===== src/sv/dsla_pkg.sv =====
// Shared types, codes and constants of the dual sensor level alarm.
// No dependencies; used by every module of the block.
`timescale 1ns / 1ps

package dsla_pkg;

  localparam int READING_BITS   = 12;
  localparam int CFG_INDEX_BITS = 3;
  localparam int LEVEL_BITS     = 2;
  localparam int REASON_BITS    = 4;
  localparam int COLOUR_BITS    = 2;
  localparam int LAMP_BITS      = 8;

  localparam logic [31:0] WARN_BLINK_MS  = 32'd500;
  localparam logic [31:0] ALARM_BLINK_MS = 32'd250;
  localparam logic [LAMP_BITS-1:0] LAMP_ON  = 8'd100;
  localparam logic [LAMP_BITS-1:0] LAMP_OFF = 8'd0;

  // Alarm levels.
  localparam logic [LEVEL_BITS-1:0] LVL_NORMAL = 2'd0;
  localparam logic [LEVEL_BITS-1:0] LVL_WARN   = 2'd1;
  localparam logic [LEVEL_BITS-1:0] LVL_ALARM  = 2'd2;

  // Lamp colours.
  localparam logic [COLOUR_BITS-1:0] COL_OFF    = 2'd0;
  localparam logic [COLOUR_BITS-1:0] COL_GREEN  = 2'd1;
  localparam logic [COLOUR_BITS-1:0] COL_YELLOW = 2'd2;
  localparam logic [COLOUR_BITS-1:0] COL_RED    = 2'd3;

  // Reason codes.
  localparam logic [REASON_BITS-1:0] RSN_NONE        = 4'd0;
  localparam logic [REASON_BITS-1:0] RSN_INVALID     = 4'd1;
  localparam logic [REASON_BITS-1:0] RSN_LOW_ALARM   = 4'd2;
  localparam logic [REASON_BITS-1:0] RSN_HIGH_ALARM  = 4'd3;
  localparam logic [REASON_BITS-1:0] RSN_LOW_WARN    = 4'd4;
  localparam logic [REASON_BITS-1:0] RSN_HIGH_WARN   = 4'd5;
  localparam logic [REASON_BITS-1:0] RSN_DISAGREE    = 4'd6;
  localparam logic [REASON_BITS-1:0] RSN_SECOND_FAIL = 4'd7;
  localparam logic [REASON_BITS-1:0] RSN_FIRST_FAIL  = 4'd8;
  localparam logic [REASON_BITS-1:0] RSN_ACT1_FAIL   = 4'd9;
  localparam logic [REASON_BITS-1:0] RSN_ACT2_FAIL   = 4'd10;

  // Configuration register indexes.
  localparam logic [CFG_INDEX_BITS-1:0] REG_LOW_ALARM     = 3'd0;
  localparam logic [CFG_INDEX_BITS-1:0] REG_LOW_WARNING   = 3'd1;
  localparam logic [CFG_INDEX_BITS-1:0] REG_HIGH_WARNING  = 3'd2;
  localparam logic [CFG_INDEX_BITS-1:0] REG_HIGH_ALARM    = 3'd3;
  localparam logic [CFG_INDEX_BITS-1:0] REG_DISAGREE      = 3'd4;
  localparam logic [CFG_INDEX_BITS-1:0] REG_SINGLE_MODE   = 3'd5;
  localparam logic [CFG_INDEX_BITS-1:0] REG_ACTIVE_SENSOR = 3'd6;

  typedef logic [READING_BITS-1:0] mbar_t;

  typedef struct packed {
    mbar_t low_alarm;
    mbar_t low_warning;
    mbar_t high_warning;
    mbar_t high_alarm;
    mbar_t disagree;
    logic  single_mode;
    logic  active_sensor;
  } cfg_t;

  // Level found for one item, and the reason code it writes, if any.
  typedef struct packed {
    logic [LEVEL_BITS-1:0]  level;
    logic                   reason_wr;
    logic [REASON_BITS-1:0] reason;
  } eval_t;

  // Grade of one reading; reason_wr is set whenever the grade is not normal.
  function automatic eval_t grade(input mbar_t mbar, input cfg_t cfg);
    eval_t g;
    g.level     = LVL_NORMAL;
    g.reason_wr = 1'b1;
    g.reason    = RSN_NONE;
    if (mbar < cfg.low_alarm) begin
      g.level  = LVL_ALARM;
      g.reason = RSN_LOW_ALARM;
    end else if (mbar > cfg.high_alarm) begin
      g.level  = LVL_ALARM;
      g.reason = RSN_HIGH_ALARM;
    end else if (mbar < cfg.low_warning) begin
      g.level  = LVL_WARN;
      g.reason = RSN_LOW_WARN;
    end else if (mbar > cfg.high_warning) begin
      g.level  = LVL_WARN;
      g.reason = RSN_HIGH_WARN;
    end else begin
      g.reason_wr = 1'b0;
    end
    return g;
  endfunction

endpackage


===== src/sv/dual_sensor_level_alarm_with_blink_unit.sv =====
// An accepted item enters the input register, and its result is written to the output
// register when the item moves on, which it cannot do while a result waits to be taken.
// Throughput: one item per cycle; while a result waits to be taken, one more item can
// wait in the input register before in_ready drops.
// Reset (rst, synchronous) loads the default limits, dual mode, normal level, green lamp.
// Depends on dsla_pkg and dsla_eval.
`timescale 1ns / 1ps

module dual_sensor_level_alarm_with_blink_unit (
  input  logic                                   clk,
  input  logic                                   rst,
  input  logic                                   in_valid,
  output logic                                   in_ready,
  input  logic [31:0]                            now_ms,
  input  logic                                   data_valid,
  input  logic                                   first_valid,
  input  logic                                   second_valid,
  input  logic [dsla_pkg::READING_BITS-1:0]      first_mbar,
  input  logic [dsla_pkg::READING_BITS-1:0]      second_mbar,
  output logic                                   out_valid,
  input  logic                                   out_ready,
  output logic [dsla_pkg::LEVEL_BITS-1:0]        level,
  output logic [dsla_pkg::REASON_BITS-1:0]       reason,
  output logic [dsla_pkg::COLOUR_BITS-1:0]       lamp_colour,
  output logic [dsla_pkg::LAMP_BITS-1:0]         lamp_red,
  output logic [dsla_pkg::LAMP_BITS-1:0]         lamp_green,
  output logic [dsla_pkg::LAMP_BITS-1:0]         lamp_blue,
  input  logic                                   cfg_valid,
  output logic                                   cfg_ready,
  input  logic [dsla_pkg::CFG_INDEX_BITS-1:0]    cfg_index,
  input  logic [dsla_pkg::READING_BITS-1:0]      cfg_data
);
  import dsla_pkg::*;

  cfg_t                    cfg;

  // Input register.
  logic                    in_reg_full;
  logic [31:0]             s1_now;
  logic                    s1_data_valid;
  logic                    s1_first_valid;
  logic                    s1_second_valid;
  mbar_t                   s1_first_mbar;
  mbar_t                   s1_second_mbar;

  // Alarm state.
  logic [LEVEL_BITS-1:0]   current_level;
  logic                    blink_phase_on;
  logic [31:0]             last_toggle_ms;
  logic [REASON_BITS-1:0]  reason_code;
  logic [COLOUR_BITS-1:0]  shown_colour;

  logic                    blink_phase_on_next;
  logic [31:0]             last_toggle_ms_next;
  logic [REASON_BITS-1:0]  reason_code_next;
  logic [COLOUR_BITS-1:0]  shown_colour_next;

  eval_t                   ev;
  logic                    move;
  logic                    changed;
  logic                    phase_mid;
  logic [REASON_BITS-1:0]  reason_mid;
  logic [31:0]             elapsed;
  logic [31:0]             period;
  logic [COLOUR_BITS-1:0]  on_colour;

  assign move      = in_reg_full && (!out_valid || out_ready);
  assign in_ready  = !in_reg_full || move;
  assign cfg_ready = 1'b1;

  always_ff @(posedge clk) begin
    if (rst) begin
      cfg.low_alarm     <= 12'd100;
      cfg.low_warning   <= 12'd160;
      cfg.high_warning  <= 12'd1400;
      cfg.high_alarm    <= 12'd1600;
      cfg.disagree      <= 12'd200;
      cfg.single_mode   <= 1'b0;
      cfg.active_sensor <= 1'b0;
    end else if (cfg_valid) begin
      case (cfg_index)
        REG_LOW_ALARM:     cfg.low_alarm     <= cfg_data;
        REG_LOW_WARNING:   cfg.low_warning   <= cfg_data;
        REG_HIGH_WARNING:  cfg.high_warning  <= cfg_data;
        REG_HIGH_ALARM:    cfg.high_alarm    <= cfg_data;
        REG_DISAGREE:      cfg.disagree      <= cfg_data;
        REG_SINGLE_MODE:   cfg.single_mode   <= cfg_data[0];
        REG_ACTIVE_SENSOR: cfg.active_sensor <= cfg_data[0];
        default: ;
      endcase
    end
  end

  always_ff @(posedge clk) begin
    if (rst) begin
      in_reg_full <= 1'b0;
    end else if (in_ready) begin
      in_reg_full <= in_valid;
    end
  end

  always_ff @(posedge clk) begin
    if (in_ready && in_valid) begin
      s1_now          <= now_ms;
      s1_data_valid   <= data_valid;
      s1_first_valid  <= first_valid;
      s1_second_valid <= second_valid;
      s1_first_mbar   <= first_mbar;
      s1_second_mbar  <= second_mbar;
    end
  end

  dsla_eval u_eval (
    .cfg          (cfg),
    .data_valid   (s1_data_valid),
    .first_valid  (s1_first_valid),
    .second_valid (s1_second_valid),
    .first_mbar   (s1_first_mbar),
    .second_mbar  (s1_second_mbar),
    .result       (ev)
  );

  assign changed    = (ev.level != current_level);
  assign phase_mid  = changed ? 1'b0 : blink_phase_on;
  assign reason_mid = ev.reason_wr ? ev.reason : reason_code;
  assign elapsed    = s1_now - last_toggle_ms;
  assign period     = (ev.level == LVL_WARN) ? WARN_BLINK_MS : ALARM_BLINK_MS;
  assign on_colour  = (ev.level == LVL_WARN) ? COL_YELLOW : COL_RED;

  always_comb begin
    reason_code_next    = (changed && (ev.level == LVL_NORMAL)) ? RSN_NONE : reason_mid;
    blink_phase_on_next = phase_mid;
    last_toggle_ms_next = last_toggle_ms;
    shown_colour_next   = shown_colour;
    if (ev.level == LVL_NORMAL) begin
      shown_colour_next = COL_GREEN;
    end else if (elapsed >= period) begin
      blink_phase_on_next = !phase_mid;
      last_toggle_ms_next = s1_now;
      shown_colour_next   = phase_mid ? COL_OFF : on_colour;
    end
  end

  always_ff @(posedge clk) begin
    if (rst) begin
      current_level  <= LVL_NORMAL;
      blink_phase_on <= 1'b0;
      last_toggle_ms <= '0;
      reason_code    <= RSN_NONE;
      shown_colour   <= COL_GREEN;
    end else if (move) begin
      current_level  <= ev.level;
      blink_phase_on <= blink_phase_on_next;
      last_toggle_ms <= last_toggle_ms_next;
      reason_code    <= reason_code_next;
      shown_colour   <= shown_colour_next;
    end
  end

  always_ff @(posedge clk) begin
    if (rst) begin
      out_valid <= 1'b0;
    end else if (move) begin
      out_valid <= 1'b1;
    end else if (out_ready) begin
      out_valid <= 1'b0;
    end
  end

  always_ff @(posedge clk) begin
    if (move) begin
      level       <= ev.level;
      reason      <= reason_code_next;
      lamp_colour <= shown_colour_next;
      lamp_red    <= ((shown_colour_next == COL_YELLOW) || (shown_colour_next == COL_RED))
                     ? LAMP_ON : LAMP_OFF;
      lamp_green  <= ((shown_colour_next == COL_GREEN) || (shown_colour_next == COL_YELLOW))
                     ? LAMP_ON : LAMP_OFF;
    end
  end

  assign lamp_blue = LAMP_OFF;

endmodule


===== src/sv/dsla_eval.sv =====
// Level and reason evaluation for one item of the dual sensor level alarm.
// Purely combinational; depends on dsla_pkg.
`timescale 1ns / 1ps

module dsla_eval (
  input  dsla_pkg::cfg_t  cfg,
  input  logic            data_valid,
  input  logic            first_valid,
  input  logic            second_valid,
  input  dsla_pkg::mbar_t first_mbar,
  input  dsla_pkg::mbar_t second_mbar,
  output dsla_pkg::eval_t result
);
  import dsla_pkg::*;

  eval_t           g1;
  eval_t           g2;
  mbar_t           diff;
  logic            act_ok;

  assign g1     = grade(first_mbar, cfg);
  assign g2     = grade(second_mbar, cfg);
  assign diff   = (first_mbar > second_mbar) ? (first_mbar - second_mbar)
                                             : (second_mbar - first_mbar);
  assign act_ok = cfg.active_sensor ? second_valid : first_valid;

  // Reason writes follow the fixed order of the checks; the last one wins.
  always_comb begin
    result.level     = LVL_NORMAL;
    result.reason_wr = 1'b0;
    result.reason    = RSN_NONE;
    if (!data_valid) begin
      result.level     = LVL_WARN;
      result.reason_wr = 1'b1;
      result.reason    = RSN_INVALID;
    end else begin
      if (first_valid && g1.reason_wr) begin
        result.level     = g1.level;
        result.reason_wr = 1'b1;
        result.reason    = g1.reason;
      end
      if (second_valid && g2.reason_wr) begin
        if (g2.level > result.level) begin
          result.level = g2.level;
        end
        result.reason_wr = 1'b1;
        result.reason    = g2.reason;
      end
      if (!cfg.single_mode) begin
        if (first_valid && second_valid && (diff > cfg.disagree)) begin
          if (result.level < LVL_WARN) begin
            result.level = LVL_WARN;
          end
          result.reason_wr = 1'b1;
          result.reason    = RSN_DISAGREE;
        end
        if (first_valid != second_valid) begin
          if (result.level < LVL_WARN) begin
            result.level = LVL_WARN;
          end
          result.reason_wr = 1'b1;
          result.reason    = first_valid ? RSN_SECOND_FAIL : RSN_FIRST_FAIL;
        end
      end else if (!act_ok) begin
        if (result.level < LVL_WARN) begin
          result.level = LVL_WARN;
        end
        result.reason_wr = 1'b1;
        result.reason    = cfg.active_sensor ? RSN_ACT2_FAIL : RSN_ACT1_FAIL;
      end
    end
  end

endmodule


===== config.mk =====
export PLATFORM = sky130hd
export DESIGN_NAME = dual_sensor_level_alarm_with_blink_unit
export DESIGN_NICKNAME = d
export VERILOG_FILES = /design/src/sv/dsla_pkg.sv /design/src/sv/dual_sensor_level_alarm_with_blink_unit.sv /design/src/sv/dsla_eval.sv
export SDC_FILE = /design/constraint.sdc
export NUM_CORES = 1
export LEC_CHECK = 0
export BUFFER_PORTS_ARGS = -buffer_cell sky130_fd_sc_hd__buf_4
export CAP_MARGIN = 10
export CORE_UTILIZATION = 40
export DETAILED_ROUTE_END_ITERATION = 6
export PLACE_DENSITY = 0.61
export SYNTH_ARGS = -nofsm -noshare
export SYNTH_HDL_FRONTEND = slang
export SYNTH_SLANG_ARGS = --single-unit

===== constraint.sdc =====
create_clock -name clk -period 6.42 [get_ports clk]
set_clock_uncertainty 0.1 [all_clocks]
set_input_delay 0.642 -clock clk [delete_from_list [all_inputs] [get_ports clk]]
set_output_delay 0.642 -clock clk [all_outputs]
set_load 0.01 [all_outputs]

# --- Yosys cells after proc, flatten, opt, wreduce, memory -nomap -nowiden ---
# Cells that the tools add are included.
op_classes:
  n_addsub: 3
  n_lt_le_gt_ge: 14
  eq_ne: 12
  n_mux: 56
  bitwise: 1
  reduce_logical: 25
op_table:
  columns: ["operator", "n"]
  rows:
  - ["$mux 7", 13]
  - ["$gt 12x12->1", 6]
  - ["$lt 12x12->1", 4]
  - ["$mux 4", 9]
  - ["$ge 32x9->1", 1]
  - ["$sub 32x32->32", 1]
  - ["$mux 2", 13]
  - ["$sub 12x12->12", 2]
  - ["$mux 1", 17]
  - ["$reduce_and 2->1", 7]
  - ["$mux 12", 1]
  - ["$eq 3x3->1 const B", 3]
  - ["$mux 9", 1]
  - ["$logic_and 1x1->1", 7]
  - ["$eq 3x2->1 const B", 2]
  - ["$mux 3", 2]
  - ["$eq 2x1->1 const B", 2]
  - ["$eq 2x2->1 const B", 2]
  - ["$logic_or 1x1->1", 4]
  - ["$lt 2x1->1 const B", 2]
  - ["$eq 3x1->1 const B", 1]
  - ["$logic_not 1->1", 3]
  - ["$logic_not 3->1", 1]
  - ["$reduce_and 3->1", 1]
  - ["6 further kinds", 6]
totals:
  reg_bits: 188
  inputBits: 79
  output_inout_bits: 35
  word_cells: 136

# --- Longest topological paths before layout ---
logic_depth:
  depth_word: 30
  mapped_depth: 37
  ltp_nobuf: 35

# --- Modules after synthesis ---
# Synthesis repeated with hierarchy kept, for this count alone.
unflattened:
  cells_unflattened: 1457
  hier_area_um2: 12336.8
by_module_without_submodules:
  columns: ["mod", "instances", "cells_per_inst", "area_per_inst_um2", "seq_area_each_um2"]
  rows:
  - ["dual_sensor_level_alarm_with_blink_unit", 1, 951, 8587.0, 4174.0]
  - ["dsla_eval", 1, 506, 3749.8, 0.0]

# --- Worst setup path before layout ---
# OpenSTA, ideal clock, no wires.
synth_timing:
  path_type: "reg-to-reg"
  startpoint: "register s1_first_mbar[0]"
  endpoint: "register lamp_red[5] (netlist bit) (data pin)"
  setup_ns: 0.262
  arrival_ns: 6.529
  required_time_ns: 6.058
  setup_slack_ns: -0.471
  path_stages_with_launch: 38
  n_path_buf: 2
  period_less_slack_ns: 6.891
  path_cell_list: "edfxtp_1 -> inv_1 -> ha_1 -> inv_1 -> fa_1 -> a21o_1 -> a21oi_1 -> o21ai_0 -> nand2_1 -> a21bo_2 -> clkbuf_1 -> mux2i_1 -> nor2_1 -> o21ai_0 -> o211ai_1 -> xor2_1 -> ha_1 -> a21o_1 -> [2 not listed] -> a31oi_1 -> a211o_1 -> and2_1 -> inv_1 -> ha_1 -> nand2_1 -> nand2_1 -> a21o_1 -> a21oi_1 -> nor4_1 -> nor2_1 -> nand4_1 -> and4bb_1 -> buf_6 -> a311oi_1 -> a211o_1 -> ha_1 -> or2_2"
synth_rtl:
  columns: ["element", "line_no", "rtl"]
  rows:
  - ["from (decl)", "dual_sensor_level_alarm_with_blink_unit.sv:43", "mbar_t s1_first_mbar;"]
  - ["from (signal assigned)", "dual_sensor_level_alarm_with_blink_unit.sv:108", "s1_first_mbar <= first_mbar;"]
  - ["to (signal assigned)", "dual_sensor_level_alarm_with_blink_unit.sv:175", "lamp_red <= ((shown_colour_next == COL_YELLOW) || (shown_colour_next == COL_RED))"]
  - ["to (decl)", "dual_sensor_level_alarm_with_blink_unit.sv:25", "output logic [dsla_pkg::LAMP_BITS-1:0] lamp_red,"]

==> results.toml <==
[run_status]
status = "finished, violations left"
violations = "negative setup slack"

[drt]
ant_nets = 0
drcViolationCount = 0
routedWlPerCell_um = 17.8
wirelength_um = 35400
drtIter0Drc = 835
vias = 10900
firstDrtPassIters = 5
viasPerCell = 5.47

[power]
p_per_area_mw_per_mm2 = 216
ir_worst_vdd_mv = 0.199
leakage_nw = 6.07

[grt]
grt_util_all_layers_pct = 22.8
grt_pass1_vias = 10500
antenna_found_initial = 0
grt_first_pass_wirelength_um = 55500
grt_max_degree = 86
grt.overflow.total = 0

[placed_design]
gp_congestion = 0.908
dp_cells = 1935
post-place-ws_ps = -149
dp_hpwl_um = 26700
io_buffers = 94

[sta]
fin_crit_ps = 6470
slew_headroom_pct = 30.8
slew_violations = 0
fin_tns_setup_ps = -54.3
finalHoldViolations = 0
final.period_utilization_pct = 101
fmax_ghz = 0.154
final.setup.worst_slack_ps = -54.3
rsz0062_at_grt = "true"
setup_violations = 1
worstMarginPinSlew_ps = 1040
whs_ps = 258

[critical_path]
cp_max_fo = 8
critPathMaxStageDelay_ps = 550
reg2reg_depth = 31
timing.rr.end = "lamp_red[5]$_DFFE_PP_"
end_kind = "flop"
worstSetupStartpointType = "flop"
critPathArrivalTime_ps = 6580
path_class = "flop to flop"
rr_startpoint = "s1_second_mbar[0]$_DFFE_PP_"
slowest_stage = "or4_1"
worstPathRequired_ps = 6520
r2r_slack_ps = -50

[synthesis]
synth_edf_count = 69
yosysSeqAreaShare_pct = 33.9
synth_cells = 1442
syn_area_mm2 = 0.0123
synthFlopType = "dfxtp_1"
ys_warn_count = 0
syn_area_per_cell_um2 = 8.54
synthArstFlopShare_pct = 0
ys_ff_latch = 174
synth_cell_types = 80

[layout]
seq_area_mm2 = 0.00417
final_layout_size_suffix_gt1_share_pct = 18.2
diodes = 0
final_cells = 1990
fillCellCount = 2825
mostFrequentLayoutCells = "buf_4 (173), nand2_1 (170), ha_1 (164), a21oi_1 (161), inv_1 (135)"
area_delta_synth_final_pct = 20.1
multi_input_area_mm2 = 0.00753
final_common_cell = "buf_4"
finalNetCount = 1838

[floorplan]
die_w_um = 177
rows = 63
die_area_mm2 = 0.0315
fp.coreArea_mm2 = 0.0300
io_pins = 114
start_util_pct = 41.1
die-height_um = 177

[hold_path]
hp-class = "input pin to flop"
min-delay-start = "now_ms[28]"
holdPathStages = 1
hold_end = "s1_now[28]$_DFFE_PP_"

[cts]
numCtsBuffers = 17
cts-root-buf = "clkbuf_16"
worstSkewPairLatency_ps = 460
clkSinkCount = 174
clk_path_buf_depth = 2
cts.clk_slew.worst_paths_ps = 70
htreeDepth = 4
cts_tree = "built"

[run]
maxCapViolCount = 0
-- through the flow --
stage	area (um2)	power [mW]	utilization, %
global placement	13700	2.08	45.8
global route	14800	3.37	49.4
CTS	14500	3.19	48.4
floorplan	12400	1.82	-
detailed placement	13700	2.09	45.8
finish	14800	3.20	49.4
-- cell usage after synthesis (7+ instances only) --
| cell type | number | area, um2 |
|---|---|---|
| o31ai_1 | 7 | 52.6 |
| xor2_1 | 8 | 70.1 |
| a211oi_1 | 20 | 150 |
| inv_1 | 138 | 518 |
| ha_1 | 169 | 2110 |
| nor2b_1 | 21 | 131 |
| a21o_1 | 22 | 165 |
| dfxtp_1 | 105 | 2100 |
| buf_2 | 10 | 50.1 |
| nor2_1 | 59 | 221 |
| a31oi_1 | 9 | 56.3 |
| o211ai_1 | 31 | 233 |
| nand4_1 | 31 | 194 |
| edfxtp_1 | 69 | 2070 |
| o21ai_1 | 12 | 60.1 |
| a21oi_1 | 169 | 846 |
| xnor2_1 | 21 | 184 |
| clkbuf_1 | 37 | 139 |
| nand3_1 | 44 | 220 |
| and2_1 | 10 | 62.6 |
| o21ai_0 | 74 | 370 |
| nand2_1 | 174 | 653 |
| mux2i_1 | 19 | 190 |
| o21bai_1 | 10 | 75.1 |
| buf_4 | 23 | 173 |
| nor3_1 | 13 | 65.1 |
| or3_1 | 7 | 43.8 |
| nand2b_1 | 14 | 87.6 |
| o21a_1 | 12 | 90.1 |
-- final cells by class --
class	count	share of cell area (%)
tap	390	3.30
multi-input combinational	1069	50.9
clock buffer	19	2.99
timing repair buffer	184	10.0
inverter	141	3.59
sequential	174	28.2
clock inverter	13	0.930
-- timing repair --
action,4_1_cts,5_1_grt
hold buffers,0,0
buffers inserted,13,10
resized for setup,21,61
setup endpoints to repair,2,39
endpoints found under the hold margin,0,0
cloned,0,2
pin swaps,31,70
-- kinds of logic (layout without fill, tap and decap cells) --
logic type | after synthesis | count (layout) | share of synthesized area [%]
multiplexers | 23 | 23 | 1.91
buffers and inverters | 216 | 357 | 7.52
other | 2 | 19 | 0.0610
AND/OR/NAND/NOR | 406 | 406 | 15.8
adder cells (fa/ha/maj) | 172 | 172 | 17.7
flip-flops | 174 | 174 | 33.9
AO/OA/AOI/OAI | 420 | 420 | 21.1
XOR/XNOR | 29 | 29 | 2.06
-- metal layers --
metal | part of all wire, % | global-route usage (%) | up-vias | wire length (um)
li1 | - | - | 5409 | -
met5 | 0 | 0 | - | 0
met1 | 46 | 30.6 | 5164 | 16400
met4 | 1.8 | 6.84 | 0 | 644
met3 | 5.5 | 4.20 | 38 | 1950
met2 | 46 | 37.2 | 279 | 16500
-- critical path: cells and delay by family, from the launching register on --
kind	cells	cell delay (ps)
buf+inv	3	270
simple gates	10	2150
flops	1	440
xor+xnor	1	160
fa+ha+maj	5	1040
compound gates	12	2090
-- report_power, final --
group	leakage [nW]	switching, mW	internal (mW)
clock	0.290	0.476	0.586
sequential	1.52	0.0361	1.21
combinational	4.26	0.496	0.399
-- how the worst max path moves through the flow --
stage                                startpoint               endpoint  slack (ps)
floorplan            s1_first_mbar[9]$_DFFE_PP_  lamp_red[5]$_DFFE_PP_          20
global placement     s1_first_mbar[0]$_DFFE_PP_  lamp_red[5]$_DFFE_PP_           8
detailed placement   s1_first_mbar[0]$_DFFE_PP_  lamp_red[5]$_DFFE_PP_        -150
CTS                  s1_first_mbar[0]$_DFFE_PP_  lamp_red[5]$_DFFE_PP_         -30
global route         s1_first_mbar[0]$_DFFE_PP_  lamp_red[5]$_DFFE_PP_        -360
finish              s1_second_mbar[0]$_DFFE_PP_  lamp_red[5]$_DFFE_PP_         -50
-- sequential cells by signal, indices dropped and copies added, names as in the netlist, 4 cells and up --
name / cells
cfg: 62
last_toggle_ms: 32
s1_now: 32
s1_first_mbar: 12
s1_second_mbar: 12
reason: 4
reason_code: 4
Power figures use the tool's default switching activity.
